==> config.mk <==
export PLATFORM = sky130hd
export DESIGN_NAME = dafr_ctrl
export DESIGN_NICKNAME = d
export VERILOG_FILES = /design/src/design/dafr_pkg.sv /design/src/design/dafr_ctrl.sv
export SDC_FILE = /design/constraint.sdc
export NUM_CORES = 1
export LEC_CHECK = 0
export ABC_AREA = 1
export BUFFER_PORTS_ARGS = -buffer_cell sky130_fd_sc_hd__buf_2
export CORE_MARGIN = 1.5
export CORE_UTILIZATION = 54
export CTS_BUF_LIST = sky130_fd_sc_hd__clkbuf_4
export DETAILED_ROUTE_END_ITERATION = 7
export GPL_ROUTABILITY_DRIVEN = 1
export PLACE_DENSITY = 0.91
export REMOVE_ABC_BUFFERS = 1
export SYNTH_ARGS = -nofsm -noshare
export SYNTH_HDL_FRONTEND = slang
export SYNTH_SLANG_ARGS = --single-unit
==> constraint.sdc <==
create_clock -name i_clk -period 5.6 [get_ports i_clk]
set_input_delay 0.28 -clock i_clk [delete_from_list [all_inputs] [get_ports i_clk]]
set_output_delay 0.28 -clock i_clk [all_outputs]
set_load 0.01 [all_outputs]
==> src/design/dafr_pkg.sv <==
// Shared constants, codes and types of the dual audio frame ring.
package dafr_pkg;

    // Default sizing
    localparam int CAPACITY_FRAMES_DEF = 1024;
    localparam int CHANNELS_DEF        = 2;

    // Fixed field widths
    localparam int SAMPLE_W      = 32;
    localparam int ACT_W         = 2;
    localparam int EP_W          = 2;
    localparam int STATUS_W      = 2;
    localparam int HELD_W        = 11;
    localparam int IN_TDATA_W    = 64;
    localparam int IN_TUSER_W    = 4;
    localparam int OUT_PAYLOAD_W = 2 * SAMPLE_W + HELD_W;
    localparam int OUT_TDATA_W   = ((OUT_PAYLOAD_W + 7) / 8) * 8;
    localparam int OUT_TUSER_W   = STATUS_W;

    // Action codes
    localparam logic [ACT_W-1:0] ACT_WRITE = 2'd0;
    localparam logic [ACT_W-1:0] ACT_READ  = 2'd1;
    localparam logic [ACT_W-1:0] ACT_FLUSH = 2'd2;

    // Status codes
    localparam logic [STATUS_W-1:0] ST_DONE      = 2'd0;
    localparam logic [STATUS_W-1:0] ST_WRONG_DIR = 2'd1;
    localparam logic [STATUS_W-1:0] ST_FULL      = 2'd2;
    localparam logic [STATUS_W-1:0] ST_EMPTY     = 2'd3;

    // Memory strobes from the pointer controller
    typedef struct packed {
        logic wr_en;
        logic rd_en;
    } t_mem_op;

    // Per-request result, minus the read data
    typedef struct packed {
        logic [STATUS_W-1:0] status;
        logic [HELD_W-1:0]   frames_held;
        logic                delivers;
    } t_result;

endpackage

==> src/design/dafr_ctrl.sv <==
// Pointer bank and request decode for both FIFOs; drives the frame store.
module dafr_ctrl import dafr_pkg::*; #(
    parameter int CAPACITY_FRAMES = CAPACITY_FRAMES_DEF,
    parameter int CHANNELS        = CHANNELS_DEF,
    localparam int SPAN   = 2 * CAPACITY_FRAMES,
    localparam int PTR_W  = $clog2(SPAN),
    localparam int DATA_W = SAMPLE_W * CHANNELS
) (
    input  logic                i_clk,
    input  logic                i_rst_n,
    input  logic                i_fire,
    input  logic [ACT_W-1:0]    i_action,
    input  logic [EP_W-1:0]     i_endpoint,
    input  logic [SAMPLE_W-1:0] i_sample_ch0,
    input  logic [SAMPLE_W-1:0] i_sample_ch1,
    output t_mem_op             o_mem,
    output logic [PTR_W-1:0]    o_addr,
    output logic [DATA_W-1:0]   o_wdata,
    output t_result             o_res
);

    logic [PTR_W-1:0] r_wp [2];
    logic [PTR_W-1:0] r_rp [2];
    logic [PTR_W-1:0] n_wp;
    logic [PTR_W-1:0] n_rp;

    logic             fifo_sel;
    logic             render;
    logic [PTR_W-1:0] cur_wp;
    logic [PTR_W-1:0] cur_rp;
    logic [PTR_W:0]   diff_wide;
    logic [PTR_W-1:0] held;
    logic [PTR_W-1:0] held_after;
    logic             full;
    logic             empty;
    logic [PTR_W-1:0] acc_ptr;
    logic [PTR_W-1:0] slot;
    logic [2*SAMPLE_W-1:0] frame_word;
    t_mem_op          mem_op;
    logic [STATUS_W-1:0] status;
    logic             delivers;

    function automatic logic [PTR_W-1:0] ptr_inc(input logic [PTR_W-1:0] p);
        ptr_inc = (p == PTR_W'(SPAN - 1)) ? '0 : p + 1'b1;
    endfunction

    // Addressed FIFO and its occupancy
    assign fifo_sel = i_endpoint[1];
    assign render   = ~i_endpoint[0];
    assign cur_wp   = r_wp[fifo_sel];
    assign cur_rp   = r_rp[fifo_sel];

    assign diff_wide = (cur_wp >= cur_rp)
                     ? {1'b0, cur_wp} - {1'b0, cur_rp}
                     : {1'b0, cur_wp} + (PTR_W+1)'(SPAN) - {1'b0, cur_rp};
    assign held  = diff_wide[PTR_W-1:0];
    assign full  = (held >= PTR_W'(CAPACITY_FRAMES));
    assign empty = (held == '0);

    // Store address: FIFO base plus slot of the pointer in use
    assign acc_ptr = (i_action == ACT_READ) ? cur_rp : cur_wp;
    assign slot    = (acc_ptr >= PTR_W'(CAPACITY_FRAMES))
                   ? acc_ptr - PTR_W'(CAPACITY_FRAMES) : acc_ptr;
    assign o_addr  = fifo_sel ? slot + PTR_W'(CAPACITY_FRAMES) : slot;

    assign frame_word = {i_sample_ch1, i_sample_ch0};
    assign o_wdata    = frame_word[DATA_W-1:0];

    // Request decode
    always_comb begin
        status     = ST_DONE;
        held_after = held;
        mem_op     = '0;
        delivers   = 1'b0;
        n_wp       = cur_wp;
        n_rp       = cur_rp;
        unique case (i_action)
            ACT_WRITE: begin
                if (!render) begin
                    status = ST_WRONG_DIR;
                end else if (full) begin
                    status = ST_FULL;
                end else begin
                    mem_op.wr_en = 1'b1;
                    n_wp         = ptr_inc(cur_wp);
                    held_after   = held + 1'b1;
                end
            end
            ACT_READ: begin
                if (render) begin
                    status = ST_WRONG_DIR;
                end else if (empty) begin
                    status = ST_EMPTY;
                end else begin
                    mem_op.rd_en = 1'b1;
                    delivers     = 1'b1;
                    n_rp         = ptr_inc(cur_rp);
                    held_after   = held - 1'b1;
                end
            end
            ACT_FLUSH: begin
                n_rp       = cur_wp;
                held_after = '0;
            end
            default: begin
            end
        endcase
    end

    assign o_mem.wr_en       = mem_op.wr_en & i_fire;
    assign o_mem.rd_en       = mem_op.rd_en & i_fire;
    assign o_res.status      = status;
    assign o_res.frames_held = HELD_W'(held_after);
    assign o_res.delivers    = delivers;

    // Pointer update on an accepted request
    always_ff @(posedge i_clk) begin
        if (!i_rst_n) begin
            r_wp[0] <= '0;
            r_wp[1] <= '0;
            r_rp[0] <= '0;
            r_rp[1] <= '0;
        end else if (i_fire) begin
            r_wp[fifo_sel] <= n_wp;
            r_rp[fifo_sel] <= n_rp;
        end
    end

endmodule

* Yosys cells after proc, flatten, opt, wreduce, memory -nomap -nowiden
Memory sizes are Yosys's and may differ from the RTL's.
Index checks and enable logic that the tools add are counted.
** Storage, ports and cells
- Bits in registers :: 0
- Latch bits :: 0
- Bits in writable memories :: 44
- Memory bits (read-only) :: 0
- Output and inout bits :: 91
- Memories :: 2
** Operators by class
- $add $sub $neg :: 9
- $mul :: 0
- Div/mod/pow operators :: 0
- Magnitude comparators :: 3
- Equality and inequality tests :: 4
- Shift operators :: 0
- Muxes and demuxes :: 38
- Bitwise logic cells :: 2
- Reduce and logical (&&, ||, !) cells :: 4
** Memories
- r_rp :: words 2, width 11, rd ports 1, clocked after memory_dff 0, write ports 2, line dafr_ctrl.sv:23 : logic [PTR_W-1:0] r_rp [2];
- r_wp :: words 2, width 11, rd ports 1, clocked after memory_dff 0, write ports 2, line dafr_ctrl.sv:22 : logic [PTR_W-1:0] r_wp [2];
** Operators with widths (count)
- 2-to-1 mux 11 bit :: 17
- adder 11 x 1 -> 11 bit, second input constant :: 4
- case mux 11 bit (3 select lines) :: 1
- == test 11 bit, second input constant :: 2
- >= comparator 11 bit, second input constant :: 2
- case mux 11 bit (2 select lines) :: 1
- OR reduction 11 bit :: 2
- subtractor 11 bit :: 2
- 2-to-1 mux 1 bit :: 14
- adder 11 bit, second input constant :: 1
- >= comparator 11 bit :: 1
- logical NOT 11 bit :: 1
- subtractor 11 x 1 -> 11 bit, second input constant :: 1
- subtractor 11 bit, second input constant :: 1
- 2-to-1 mux 2 bit :: 4
- case mux 2 bit (2 select lines) :: 1
- bitwise AND 1 bit :: 2
- == test 2 x 1 -> 1 bit, second input constant :: 1
- == test 2 bit, second input constant :: 1
- logical NOT 2 bit :: 1

* Longest topological paths before layout
An unclocked memory read counts as a cell.
- Depth in word-level cells :: 9
- Mapped depth :: 26
- Mapped depth without buffers :: 24

* Least setup slack after synthesis
No wires, ideal clock.
- Kind :: input port to output port
- Start :: input port i_endpoint[1]
- End :: output port o_res[4] (netlist name)
- Data arrival time :: 3.245 ns
- Data required time :: 5.320 ns
- Slack :: 2.075 ns
- Stages on the path :: 22
- Cells stage by stage :: inv_2 -> buf_2 -> or2_2 -> o21a_1 -> inv_1 -> ha_1 -> inv_1 -> fa_1 -> inv_1 -> ha_1 -> inv_1 -> nor2_1 -> nand3_1 -> nor2_2 -> nand2_1 -> nor2_2 -> nand2_4 -> buf_6 -> buf_6 -> nand4_1 -> nand3_1 -> a21oi_1
** RTL lines
- from (decl) :: line dafr_ctrl.sv:13 : input logic [EP_W-1:0] i_endpoint,
- to (decl) :: line dafr_ctrl.sv:19 : output t_result o_res

==> summary.txt <==
Final layout
  – Layout area overhead: -4.87%
  – Proportion of layout cells with a drive suffix above 1: 0.0947
  – Filler cells: 906
  – Ant. Diodes: 0
  – Final nets: 839
  – Final core occ: 0.526

Synth
  – Seq/Total Area, Yosys: 0.260
  – Post-synth top area share: 0.260
  – Synth area leader: edfxtp_1
  – Yosys cell types: 36
  – Yosys reg bits: 44
  – Synth Instances: 801
  – Mapped Area: 0.00509 sq mm
  – Top cells by area, synth: edfxtp_1 26%, nand2_1 20%, buf_4 10%, nand3_1 6.6%, inv_1 6.2%
  – Avg Inst Size Synth: 6.35 sq um
  – Synthesis Warnings: 0

Worst hold path
  – Hold depth: 5
  – Worst Hold End: r_rp[1][1]
  – HP Class: in2reg
  – Hold wc startpoint: i_action[1]

Power
  – PwrDens: 226 mW/mm^2
  – Internal: 630 uW
  – Switching pwr: 463 uW
  – Total power: 1090 uW
  – Clock share of power: 0.179
  – Worst vdd ir: 135 uV
  – Seq pwr share: 0.357
  – Leak pwr: 0.00243 uW
  – Sw Share: 0.424
  – Combinational share of power: 0.464

Placement
  – Pre-CTS setup slack: 1010 ps
  – Dpl hpwl: 13,300 um
  – Final GP Congestion: 0.967
  – PortBufs: 33

Clock network
  – Clk buf depth: 2
  – # Post-CTS Setup Buffers: 0
  – Clk slew on worst S/H paths: 120 ps
  – Sinks on Clock Net: 44
  – CTS H-tree lvls: 2
  – Clk_lat worst skew: 350 ps
  – CTS root buf: clkbuf_4
  – # hold bufs at CTS: 0
  – CTS buffer count: 5
  – CTS resizes: 0
  – CTS tree: yes

Setup path
  – Worst reg-to-reg path cell count: 23
  – Setup crit start kind: input pin
  – Slowest CP cell: fa_1
  – Crit path cell chain: buf_2 > inv_2 > or2_2 > o21a_1 > inv_1 > ha_1 > inv_1 > fa_1 > inv_1 > ha_1 > inv_1 > nor2_1 > nand3_1 > nor2_2 > nand2_1 > nor2_2 > buf_4 > nand2_4 > nand2_2 > nand2_1 > o21ai_0 > o21ai_0 > nand2_1 > buf_2
  – CP arrival: 4400 ps
  – Worst setup EP type: primary output
  – Critical path required time: 5320 ps
  – Most frequent cell on the critical path: inv_1
  – Slowest stage delay, CP: 560 ps
  – Worst R2R Setup Slack: 1760 ps
  – Worst-path fanout max: 25
  – Setup Crit Path Kind: in2out
  – FF-to-FF Start: r_wp[1][0]
  – RR Endpoint: r_rp[0][10]

Routing
  – Routed WL per cell: 19.6 um
  – Via count: 5,088
  – Post-DR vias/cell: 5.91
  – Final ANT Viol Nets: 0
  – DRC Markers: 0
  – Pre-Repair DR Iteration Count: 6
  – Total Routed Length: 16,800 um
  – DR iter-0 viols: 595

Floorplan
  – Row count: 35
  – DIE AREA: 0.0100 sq mm
  – I/O pins: 162
  – Core area: 0.00920 sq mm
  – DIE WIDTH: 100 um
  – Initial Utilization: 0.553
  – Chip height: 100 um

Timing
  – Worst setup slack after layout: 923 ps
  – Slew Limit Headroom: 0.334
  – Setup TNS: 0 ps
  – Fin. Hold Viols: 0
  – Ratio of final minimum period to clock period: 0.835
  – RSZ-0062 raised after global routing: no
  – Slew of the pin with the lowest slew margin: 997 ps
  – Final Setup Violations: 0
  – Slew Viols, Final: 0
  – Fin Clk Skew: 15.2 ps
  – FMAX: 214 MHz
  – Final Hold Slack: 558 ps
  – Tmin final: 4680 ps

Run status
  – Run status: finished, final reports clean

Global route
  – Largest net degree at the start of global routing: 35
  – Vias in the first global route: 4,390
  – First-pass GRT wire length: 25,500 um
  – Global Route Usage Sum: 0.337
  – Grt total ovfl: 0
  – Initial antenna violation count: 0

Job
  – Max-Cap Viols: 0
## power by group through the flow
| stage | Clock, uW | Combinational, uW | Sequential, uW |
|---|---|---|---|
| floorplan | 0 | 367 | 395 |
| global placement | 0 | 484 | 396 |
| detailed placement | 0 | 494 | 397 |
| CTS | 194 | 496 | 390 |
| global route | 209 | 563 | 391 |
| finish | 195 | 507 | 390 |
## cell families after synthesis
kind of cell,count (synthesis),synth area share
AO/OA/AOI/OAI,70,0.0738
XOR/XNOR,18,0.0325
adder cells (fa/ha/maj),19,0.0482
buffers and inverters,184,0.194
flip-flops,44,0.260
AND/OR/NAND/NOR,466,0.392
## Yosys cell counts (all sizes together)
cell type    n
nand2      280
edfxtp      44
xor2        14
o21a         1
nand3b       1
nor3        17
a21oi       25
xnor2        4
nor2        80
clkinv       2
o21ai       41
nand4       16
inv         88
clkbuf      17
or2          2
nand3       70
buf         77
a22oi        1
o21bai       1
ha          18
a21boi       1
fa           1
## how the worst max path moves through the flow
stage | start | slack [ps] | endpoint
after floorplan | i_endpoint[1] | 1920 | o_res[2]
after global placement | i_endpoint[1] | 1120 | o_res[2]
after detailed placement | i_endpoint[1] | 1010 | o_res[2]
after CTS | i_endpoint[1] | 1010 | o_res[2]
after global routing | i_endpoint[1] | 590 | o_res[2]
final | i_endpoint[1] | 920 | o_res[2]
## layer usage
layer	global-route usage	wire length, um	vias up
met5	0.185	180	-
met4	0.0737	373	6
met3	0.220	3130	40
met2	0.494	6800	374
met1	0.399	6350	2285
li1	-	-	2383
## sequential cells by signal, summed over array words and instances (netlist names)
signal / flops
r_rp: 22
r_wp: 22
## per-stage QoR
step                area, sq um  cells
finish                     4840    861
global route               4840    861
CTS                        4840    861
detailed placement         4760    853
global placement           4760    853
floorplan                  4440    707
## critical path, delay by kind of cell
family / cells / cell delay (ps)
AO/OA/AOI/OAI: 3 / 430
adder cells (fa/ha/maj): 3 / 940
buffers and inverters: 8 / 1420
AND/OR/NAND/NOR: 10 / 1330
## placed cells by master, fill, tap and decap left out, types with 9 or more instances in the layout
cell,Yosys,final
a21oi_1,25,25
buf_2,4,33
edfxtp_1,44,44
ha_1,18,18
inv_1,84,84
nand2_1,269,269
nand2_2,9,9
nand3_1,67,67
nand4_1,16,16
nor2_1,76,76
nor3_1,17,17
o21ai_0,32,32
xor2_1,14,14
## area by class of cell
type | instances | area, sq um | area share
clock inverters | 3 | 42.5 | 0.00879
flip-flops and latches | 44 | 1320 | 0.273
repair buffers | 35 | 180 | 0.0372
inverters | 90 | 338 | 0.0698
multi-input cells | 573 | 2780 | 0.575
clock buffers | 5 | 37.5 | 0.00776
well taps | 111 | 139 | 0.0287
Power figures use the tool's default switching activity.
